==> config.mk <==
export PLATFORM = sky130hd
export DESIGN_NAME = touch_sample_frame_processor
export DESIGN_NICKNAME = d
export VERILOG_FILES = /design/src/design/tsfp_pkg.sv /design/src/design/touch_sample_frame_processor.sv
export SDC_FILE = /design/constraint.sdc
export NUM_CORES = 1
export LEC_CHECK = 0
export ABC_CLOCK_PERIOD_IN_PS = 6200
export CORE_MARGIN = 2
export CORE_UTILIZATION = 48
export CTS_BUF_LIST = sky130_fd_sc_hd__clkbuf_16
export CTS_CLUSTER_DIAMETER = 200
export DETAILED_ROUTE_END_ITERATION = 10
export DONT_BUFFER_PORTS = 1
export PLACE_DENSITY_LB_ADDON = 0.15
export SLEW_MARGIN = 20
export SYNTH_ARGS = -nofsm -noshare
export SYNTH_HDL_FRONTEND = slang
export SYNTH_SLANG_ARGS = --single-unit
==> constraint.sdc <==
create_clock -name clk -period 6.2 [get_ports clk]
set_clock_uncertainty 0.15 [all_clocks]
set_input_delay 0.62 -clock clk [delete_from_list [all_inputs] [get_ports clk]]
set_output_delay 0.62 -clock clk [all_outputs]
set_load 0.01 [all_outputs]
==> src/design/tsfp_pkg.sv <==
package tsfp_pkg;

  localparam int unsigned BYTE_W     = 8;
  localparam int unsigned COORD_W    = 12;
  localparam int unsigned PRESSURE_W = 13;
  localparam int unsigned SUM_W      = 14;
  localparam int unsigned POS_W      = 5;
  localparam int unsigned HOLD_W     = 7;
  localparam int unsigned ORIENT_W   = 2;
  localparam int unsigned CFG_IDX_W  = 1;
  localparam int unsigned CFG_DATA_W = 13;
  localparam int unsigned OUT_DATA_W = 40;

  typedef logic [COORD_W-1:0]    coord_t;
  typedef logic [PRESSURE_W-1:0] pressure_t;
  typedef logic [SUM_W-1:0]      sum_t;
  typedef logic [POS_W-1:0]      pos_t;
  typedef logic [ORIENT_W-1:0]   orient_t;

  localparam coord_t    FULL_SCALE         = 12'd4095;
  localparam pos_t      LAST_POS           = 5'd24;
  localparam pos_t      IDLE_POS           = 5'd25;
  localparam pos_t      Z1_POS             = 5'd2;
  localparam pos_t      Z2_POS             = 5'd4;
  localparam pos_t      FIRST_X_POS        = 5'd10;
  localparam pos_t      FIRST_Y_POS        = 5'd12;
  localparam pressure_t THRESHOLD_RESET    = 13'd300;

  localparam logic [CFG_IDX_W-1:0] CFG_THRESHOLD   = 1'b0;
  localparam logic [CFG_IDX_W-1:0] CFG_ORIENTATION = 1'b1;

  localparam orient_t ORIENT_0   = 2'd0;
  localparam orient_t ORIENT_90  = 2'd1;
  localparam orient_t ORIENT_180 = 2'd2;
  localparam orient_t ORIENT_270 = 2'd3;

  typedef struct packed {
    coord_t x;
    coord_t y;
  } point_t;

  // Maps the averaged panel readings onto display coordinates.
  function automatic point_t orient_point(coord_t ax, coord_t ay, orient_t orient);
    point_t p;
    unique case (orient)
      ORIENT_0: begin
        p.x = ay;
        p.y = ax;
      end
      ORIENT_90: begin
        p.x = ax;
        p.y = FULL_SCALE - ay;
      end
      ORIENT_180: begin
        p.x = FULL_SCALE - ay;
        p.y = FULL_SCALE - ax;
      end
      default: begin
        p.x = FULL_SCALE - ax;
        p.y = ay;
      end
    endcase
    return p;
  endfunction

endpackage

==> src/design/touch_sample_frame_processor.sv <==
// Resistive touch frame processor.
// Input stream: one converter byte per transaction on in_tdata; in_tuser high
// marks the first byte of a 25-byte read frame and restarts the byte count.
// Bytes after the 25th are dropped until the next frame start.
// Output stream: one result per complete frame, issued from a result register
// in the cycle after the last byte is accepted. out_tuser is the touched flag;
// out_tdata carries the held x, y and pressure.
// Throughput is one byte per cycle while in_tready is high: readings are accumulated
// as they arrive and the frame result is formed in a single pass on the last byte.
// When the receiver stalls, the result register holds; input bytes keep being
// taken, and in_tready drops only when the next byte could close a frame while
// the previous result is still pending.
// Configuration writes (threshold, orientation) take effect at the next edge.
// Reset (synchronous, rst_n low) clears the byte count, sums and held values,
// sets the threshold to 300 and orientation to 0, and empties the result
// register.
module touch_sample_frame_processor
  import tsfp_pkg::*;
(
  input  logic                  clk,
  input  logic                  rst_n,
  input  logic                  in_tvalid,
  output logic                  in_tready,
  input  logic [BYTE_W-1:0]     in_tdata,   // [7:0] rx_byte
  input  logic                  in_tuser,   // [0] frame_start
  output logic                  out_tvalid,
  input  logic                  out_tready,
  output logic [OUT_DATA_W-1:0] out_tdata,  // [11:0] touch_x, [23:12] touch_y,
                                            // [36:24] pressure, [39:37] zero
  output logic                  out_tuser,  // [0] touched
  input  logic                  cfg_we,
  input  logic [CFG_IDX_W-1:0]  cfg_index,
  input  logic [CFG_DATA_W-1:0] cfg_data
);

  pressure_t           threshold_r;
  orient_t             orient_r;
  pos_t                pos_r, pos_nxt;
  logic [HOLD_W-1:0]   hold_r, hold_nxt;
  coord_t              z1_r, z1_nxt;
  coord_t              z2_r, z2_nxt;
  sum_t                xsum_r, xsum_nxt;
  sum_t                ysum_r, ysum_nxt;
  coord_t              held_x_r, held_x_nxt;
  coord_t              held_y_r, held_y_nxt;
  pressure_t           held_p_r, held_p_nxt;

  logic                out_valid_r;
  logic                out_touched_r;
  coord_t              out_x_r, out_y_r;
  pressure_t           out_p_r;

  logic                accept;
  logic                emit;
  pos_t                eff_pos;
  coord_t              reading;
  pressure_t           z;
  logic                ok;
  point_t              pt;

  assign in_tready = !(out_valid_r && !out_tready && (pos_r == LAST_POS));
  assign accept    = in_tvalid && in_tready;
  assign eff_pos   = in_tuser ? '0 : pos_r;
  assign reading   = {hold_r, in_tdata[7:3]};
  assign emit      = accept && (eff_pos == LAST_POS);

  assign z  = PRESSURE_W'(z1_r) + PRESSURE_W'(FULL_SCALE) - PRESSURE_W'(z2_r);
  assign ok = (z >= threshold_r);
  assign pt = orient_point(xsum_nxt[SUM_W-1:2], ysum_nxt[SUM_W-1:2], orient_r);

  always_comb begin
    pos_nxt    = pos_r;
    hold_nxt   = hold_r;
    z1_nxt     = z1_r;
    z2_nxt     = z2_r;
    xsum_nxt   = xsum_r;
    ysum_nxt   = ysum_r;
    held_x_nxt = held_x_r;
    held_y_nxt = held_y_r;
    held_p_nxt = held_p_r;
    if (accept) begin
      if (eff_pos > LAST_POS) begin
        pos_nxt = eff_pos;
      end else begin
        pos_nxt = eff_pos + 1'b1;
        if (eff_pos == '0) begin
          xsum_nxt = '0;
          ysum_nxt = '0;
        end else if (eff_pos[0]) begin
          hold_nxt = in_tdata[HOLD_W-1:0];
        end else if (eff_pos == Z1_POS) begin
          z1_nxt = reading;
        end else if (eff_pos == Z2_POS) begin
          z2_nxt = reading;
        end else if (eff_pos >= FIRST_X_POS && eff_pos[1:0] == 2'd2) begin
          xsum_nxt = xsum_r + SUM_W'(reading);
        end else if (eff_pos >= FIRST_Y_POS && eff_pos[1:0] == 2'd0) begin
          ysum_nxt = ysum_r + SUM_W'(reading);
        end
      end
    end
    // The last byte's Y reading is already folded into ysum_nxt here.
    if (emit && ok) begin
      held_x_nxt = pt.x;
      held_y_nxt = pt.y;
      held_p_nxt = z;
    end
  end

  always_ff @(posedge clk) begin
    if (!rst_n) begin
      threshold_r <= THRESHOLD_RESET;
      orient_r    <= ORIENT_0;
      pos_r       <= '0;
      hold_r      <= '0;
      z1_r        <= '0;
      z2_r        <= '0;
      xsum_r      <= '0;
      ysum_r      <= '0;
      held_x_r    <= '0;
      held_y_r    <= '0;
      held_p_r    <= '0;
      out_valid_r <= 1'b0;
    end else begin
      if (cfg_we) begin
        unique case (cfg_index)
          CFG_THRESHOLD:   threshold_r <= cfg_data;
          CFG_ORIENTATION: orient_r    <= cfg_data[ORIENT_W-1:0];
          default: ;
        endcase
      end
      pos_r    <= pos_nxt;
      hold_r   <= hold_nxt;
      z1_r     <= z1_nxt;
      z2_r     <= z2_nxt;
      xsum_r   <= xsum_nxt;
      ysum_r   <= ysum_nxt;
      held_x_r <= held_x_nxt;
      held_y_r <= held_y_nxt;
      held_p_r <= held_p_nxt;
      if (emit) begin
        out_valid_r <= 1'b1;
      end else if (out_tready) begin
        out_valid_r <= 1'b0;
      end
    end
  end

  always_ff @(posedge clk) begin
    if (emit) begin
      out_touched_r <= ok;
      out_x_r       <= held_x_nxt;
      out_y_r       <= held_y_nxt;
      out_p_r       <= held_p_nxt;
    end
  end

  assign out_tvalid = out_valid_r;
  assign out_tuser  = out_touched_r;
  assign out_tdata  = {3'b000, out_p_r, out_y_r, out_x_r};

  a_pos_range: assert property (@(posedge clk) disable iff (!rst_n)
    pos_r <= IDLE_POS)
    else $error("byte position out of range");

  a_emit_valid: assert property (@(posedge clk) disable iff (!rst_n)
    accept && !in_tuser && (pos_r == LAST_POS) |=> out_valid_r)
    else $error("frame end did not produce a result");

  a_stall_only_at_end: assert property (@(posedge clk) disable iff (!rst_n)
    !in_tready |-> out_valid_r && (pos_r == LAST_POS))
    else $error("input stalled without a pending frame end");

  a_touch_pressure: assert property (@(posedge clk) disable iff (!rst_n)
    emit && ok |=> out_valid_r && out_tuser && (out_p_r >= threshold_r))
    else $error("touched result below threshold");

endmodule

---- After elaboration in Yosys (flattened, before gate mapping) ----
Cells that the tools add are included.
word-level totals
  register bits after elaboration ......... 155
  bits in latches ......................... 0
  bits in writable memories ............... 0
  bits in read-only memories .............. 0
  bits of input ports ..................... 28
  output and inout bits ................... 43
  word-level logic and storage cells ...... 90
  memories ................................ 0
cells by class
  add/subtract/negate cells ............... 7
  $mul .................................... 0
  divide/modulo/power cells ............... 0
  order comparisons ....................... 4
  eq/ne operators ......................... 11
  shift operators ......................... 0
  mux-type cells .......................... 23
  bitwise logic cells ..................... 5
  reductions and logical operators ........ 22
operators by type and width
  cell                    count
  $mux 14                 15
  $pmux 24 s3             1
  $add 14x12->14          2
  $mux 12                 2
  $sub 12x12->12 const A  2
  $add 12x12->13 const B  1
  $ge 13x13->1            1
  $mux 13                 1
  $sub 13x12->13          1
  $reduce_and 6->1        2
  $eq 5x5->1 const B      2
  $ge 5x4->1 const B      2
  $mux 5                  2
  $logic_and 1x1->1       7
  $reduce_and 7->1        1
  $ne 2x2->1 const B      3
  $reduce_bool 2->1       3
  $add 5x1->5 const B     1
  $eq 5x2->1 const B      1
  $eq 5x3->1 const B      1
  $gt 5x5->1 const B      1
  $logic_not 5->1         1
  $not 1->1               5
  $reduce_and 5->1        1
  8 further kinds         13

---- Depth between registers and ports, before layout ----
  depth in word-level cells ............... 14
  depth in mapped cells ................... 22
  mapped depth without buffers ............ 20

---- Worst setup path after synthesis ----
No wires, ideal clock.
  path kind ............................... register to register
  start point ............................. register z2_r[0]
  end point ............................... register out_y_r[1], data pin
  setup time .............................. 0.270 ns
  arrival time ............................ 3.878 ns
  required time ........................... 5.780 ns
  slack ................................... 1.902 ns
  stages on the path, launching flop included .. 21
  path buffers ............................ 2
  period minus slack after synthesis ...... 4.298 ns
  cells stage by stage .................... dfxtp_1 inv_1 ha_1 inv_1 fa_1 nor2b_1 o21a_1 o21ai_0 a221oi_1 a41oi_1 nor2b_1 xnor2_1 ha_1 o21a_1 o21ai_0 a21oi_1 o31a_1 o21ai_1 clkbuf_1 clkbuf_1 o21ai_0
between the ends
  word-level cells in the longest chain between the ends .. 4
ends and longest elaborated chain
  what                     RTL line                             text
  from (decl)              touch_sample_frame_processor.sv:41   coord_t z2_r, z2_nxt;
  from (signal assigned)   touch_sample_frame_processor.sv:135  z2_r <= z2_nxt;
  $sub 13x12->13           touch_sample_frame_processor.sv:67   assign z = PRESSURE_W'(z1_r) + PRESSURE_W'(FULL_SCALE) - PRESSURE_W'(z2_r);
  $ge 13x13->1             touch_sample_frame_processor.sv:68   assign ok = (z >= threshold_r);
  $logic_and 1x1->1        touch_sample_frame_processor.sv:103  if (emit && ok) begin
  $mux 12                  touch_sample_frame_processor.sv:103
  named net held_y_nxt[1]  touch_sample_frame_processor.sv:45   coord_t held_y_r, held_y_nxt;
  to (signal assigned)     touch_sample_frame_processor.sv:153  out_y_r <= held_y_nxt;
  to (decl)                touch_sample_frame_processor.sv:50   coord_t out_x_r, out_y_r;
The timed path passes the listed nets, and every way through them passes these cells.
A chain may end at the register's enable or synchronous reset.

---- Worst setup path in the final report ----
  start point ............................. register z2_r[0]
  end point ............................... register out_x_r[7], data pin
between the ends
  word-level cells in the longest chain between the ends .. 4
ends and longest elaborated chain
  what                     RTL line                             text
  $sub 13x12->13           touch_sample_frame_processor.sv:67
  $ge 13x13->1             touch_sample_frame_processor.sv:68
  $logic_and 1x1->1        touch_sample_frame_processor.sv:103
  $mux 12                  touch_sample_frame_processor.sv:103
  named net held_x_nxt[7]  touch_sample_frame_processor.sv:44   coord_t held_x_r, held_x_nxt;
  to (signal assigned)     touch_sample_frame_processor.sv:152  out_x_r <= held_x_nxt;
  to (decl)                touch_sample_frame_processor.sv:50
The timed path passes the listed nets, and every way through them passes these cells.

==> flow_summary.json <==
{
  "grt_max_degree": 49,
  "path_cells": "inv_1 > ha_1 > inv_1 > fa_1 > nor2b_1 > o21a_1 > o21ai_0 > a221oi_1 > a41oi_1 > nor2b_1 > xnor2_1 > ha_1 > o21a_1 > o21ai_0 > a311oi_1 > o31ai_1 > a21oi_4 > and3_1 > a211oi_1 > nand2_1",
  "async_flop_share_pct": 0,
  "status": "finished, final reports clean",
  "core_area_mm2": 0.0174,
  "rows": 48,
  "fin_tns_setup_ns": 0,
  "fmax_mhz": 191,
  "arrival_ns": 5.26,
  "fin_crit_sh_pct": 84.5,
  "intPower_w": 0.00171,
  "syn_area_mm2": 0.00858,
  "netSwitchingPower_w": 0.000519,
  "dpl_cell_area_mm2": 0.00873,
  "gr-total-overflow": 0,
  "finalSetupViolCount": 0,
  "crit_buf_inv": 2,
  "cts_made_buffers": 17,
  "track_usage_pct": 22.6,
  "place_ws_ns": 1.01,
  "post_cts_resized": 0,
  "via_per_inst": 5.72,
  "io_buffer_count": 0,
  "yosysWarnings": 0,
  "avgSynthCellArea_um2": 9.31,
  "start_util_pct": 49.4,
  "grt_use_met1_pct": 28.8,
  "tritoncts": "built",
  "maxSlewViolCount": 0,
  "antenna_found_initial": 0,
  "clk_pin_slew_ns": 0.06,
  "finalNetCount": 988,
  "use_met3_pct": 4.49,
  "grt_pass1_vias": 6192,
  "p_comb_share_pct": 5.0,
  "postCtsHoldBufs": 0,
  "cp-end-kind": "register",
  "path_max_fanout": 26,
  "cts.sinks": 155,
  "cpPeakStageDelay_ns": 0.79,
  "fin_crit_ns": 5.24,
  "finalWirelength_mm": 20.7,
  "grt-busiest-layer": "met2",
  "die-area_mm2": 0.0190,
  "tightest_slew_ns": 1.05,
  "hold_class": "in2reg",
  "path_delay_family": "compound AO/OA/AOI/OAI gates",
  "use_met2_pct": 37.9,
  "start_kind": "register",
  "h-tree-depth": 4,
  "vias": 6533,
  "fill_cells": 1582,
  "place_congestion": 0.853,
  "die_x_um": 138,
  "die_y_um": 138,
  "vdd_drop_max_uv": 246,
  "synth_cells": 921,
  "post-dp-hpwl_mm": 14.7,
  "yosysSeqAreaShare_pct": 40.6,
  "yosys_most_used_dff": "dfxtp_1",
  "cts-root-buf": "clkbuf_16",
  "ys_ff_latch": 155,
  "powerDensity_mw_per_mm2": 239,
  "areaGrowthSynthToFinish_pct": 8.87,
  "rsz0062_at_grt": "false",
  "required_ns": 6.22,
  "leakagePower_nw": 3.79,
  "ant_nets": 0,
  "drive_above_1_share_pct": 8.50,
  "dr.pass1.iters": 5,
  "swShare_pct": 23.3,
  "slew_headroom_pct": 29.6,
  "cts_setup_buffers": 0,
  "layout_setup_ws_ns": 0.960,
  "hold_slack_ns": 0.149,
  "clockBufferDepth": 2,
  "slowest_stage": "o31ai_1",
  "critical_path_class": "reg2reg",
  "seq_power_share_pct": 47.0,
  "clk_latency_ns": 0.42,
  "wl_per_cell_um": 18.1,
  "ios": 71,
  "n_antenna_cell": 0,
  "drc": 0,
  "max_cap_viol_count": 0,
  "hold_violations": 0,
  "grt_pass1_wl_mm": 32.8,
  "clockPowerShare_pct": 48.0,
  "drtIter0Drc": 383,
  "final_area_mm2": 0.00934,
  "synth_edf_count": 38,
  "synth_cell_types": 81
}
==> kinds of logic (layout without fill, tap and decap cells) <==
kind of cell / Yosys count / in the layout / synth area share [%]
flops: 155 / 155 / 40.6
fa+ha+maj: 55 / 55 / 8.28
buf+inv: 91 / 86 / 4.49
mux: 64 / 64 / 7.74
simple gates: 300 / 300 / 17.1
other cells: 1 / 3 / 0.0437
xor+xnor: 37 / 37 / 3.78
compound gates: 218 / 218 / 18.0
==> cell usage in the layout, fill, tap and decap left out, types with 8 or more instances in the layout <==
| master | count |
|---|---|
| a211oi_1 | 16 |
| a21o_1 | 9 |
| a21oi_1 | 59 |
| a22oi_1 | 9 |
| and2_1 | 26 |
| clkbuf_16 | 17 |
| dfxtp_1 | 117 |
| edfxtp_1 | 38 |
| ha_1 | 52 |
| inv_1 | 49 |
| mux2_2 | 12 |
| mux2i_1 | 50 |
| nand2_1 | 95 |
| nand2b_1 | 8 |
| nand3_1 | 23 |
| nor2_1 | 86 |
| nor2b_1 | 8 |
| nor3_1 | 16 |
| o211ai_1 | 13 |
| o21a_1 | 10 |
| o21ai_0 | 29 |
| xnor2_1 | 25 |
| xor2_1 | 12 |
==> final timing paths <==
path              startpoint         endpoint  slack, ns  depth (start not counted)
max                  z2_r[0]       out_x_r[7]       0.96                         20
min                in_tvalid         pos_r[4]       0.15                          1
max reg2reg          z2_r[0]       out_x_r[7]       0.96                         20
min reg2reg  threshold_r[12]  threshold_r[12]       0.31                          2
==> sequential cells by signal, indices dropped and copies added, names as in the netlist, 12 cells and up <==
name / count
xsum_r: 14
ysum_r: 14
held_p_r: 13
out_p_r: 13
threshold_r: 13
held_x_r: 12
held_y_r: 12
out_x_r: 12
out_y_r: 12
z1_r: 12
z2_r: 12
==> power groups by stage <==
stage          clock network, W  logic [W]  registers [W]
2_1_floorplan                 0  0.0000923        0.00107
5_1_grt                 0.00113   0.000124        0.00105
3_5_place_dp                  0   0.000111        0.00107
4_1_cts                 0.00109   0.000112        0.00105
6_report                0.00107   0.000112        0.00105
3_3_place_gp                  0   0.000111        0.00107
==> worst reg2reg max path, delay by kind of cell, from the launching register on <==
family                   cells  cell delay (ns)
AND/OR/NAND/NOR              4             0.70
flip-flops                   1             0.31
adder cells (fa/ha/maj)      3             0.85
AO/OA/AOI/OAI               10             2.57
buffers and inverters        2             0.11
XOR/XNOR                     1             0.27
==> cells in the mapped netlist, drive strengths merged (24+ instances only) <==
master  number  share of area, %
nor2        87               4.0
and2        26               1.9
edfxtp      38                13
mux2i       51               6.0
dfxtp      117                27
o21ai       36               2.1
nand2       95               4.2
inv         48               2.1
xnor2       25               2.6
ha          52               7.6
clkbuf      24               1.1
a21oi       60               3.5
==> routing by layer <==
metal | share of wire [%] | routed length [um]
met2 | 48 | 10000
met4 | 2.6 | 537
met3 | 4.0 | 829
met1 | 45 | 9310
met5 | 0 | 0
==> layout make-up <==
class	count	area [um2]	share of cell area (%)
Clock buffer	17	425	4.56
Clock inverter	15	176	1.89
Inverter	48	180	1.93
Multi-Input combinational cell	677	4750	50.8
Sequential cell	155	3480	37.3
Tap cell	225	282	3.01
Timing Repair Buffer	6	45.0	0.482
==> through the flow <==
stage	std cells	total power [W]	utilization, %
after global placement	1111	0.00118	50.3
after detailed placement	1111	0.00118	50.3
final	1143	0.00223	53.8
after global routing	1143	0.00230	53.8
after floorplan	923	0.00116	-
after CTS	1143	0.00225	53.8
Power figures use the tool's default switching activity.
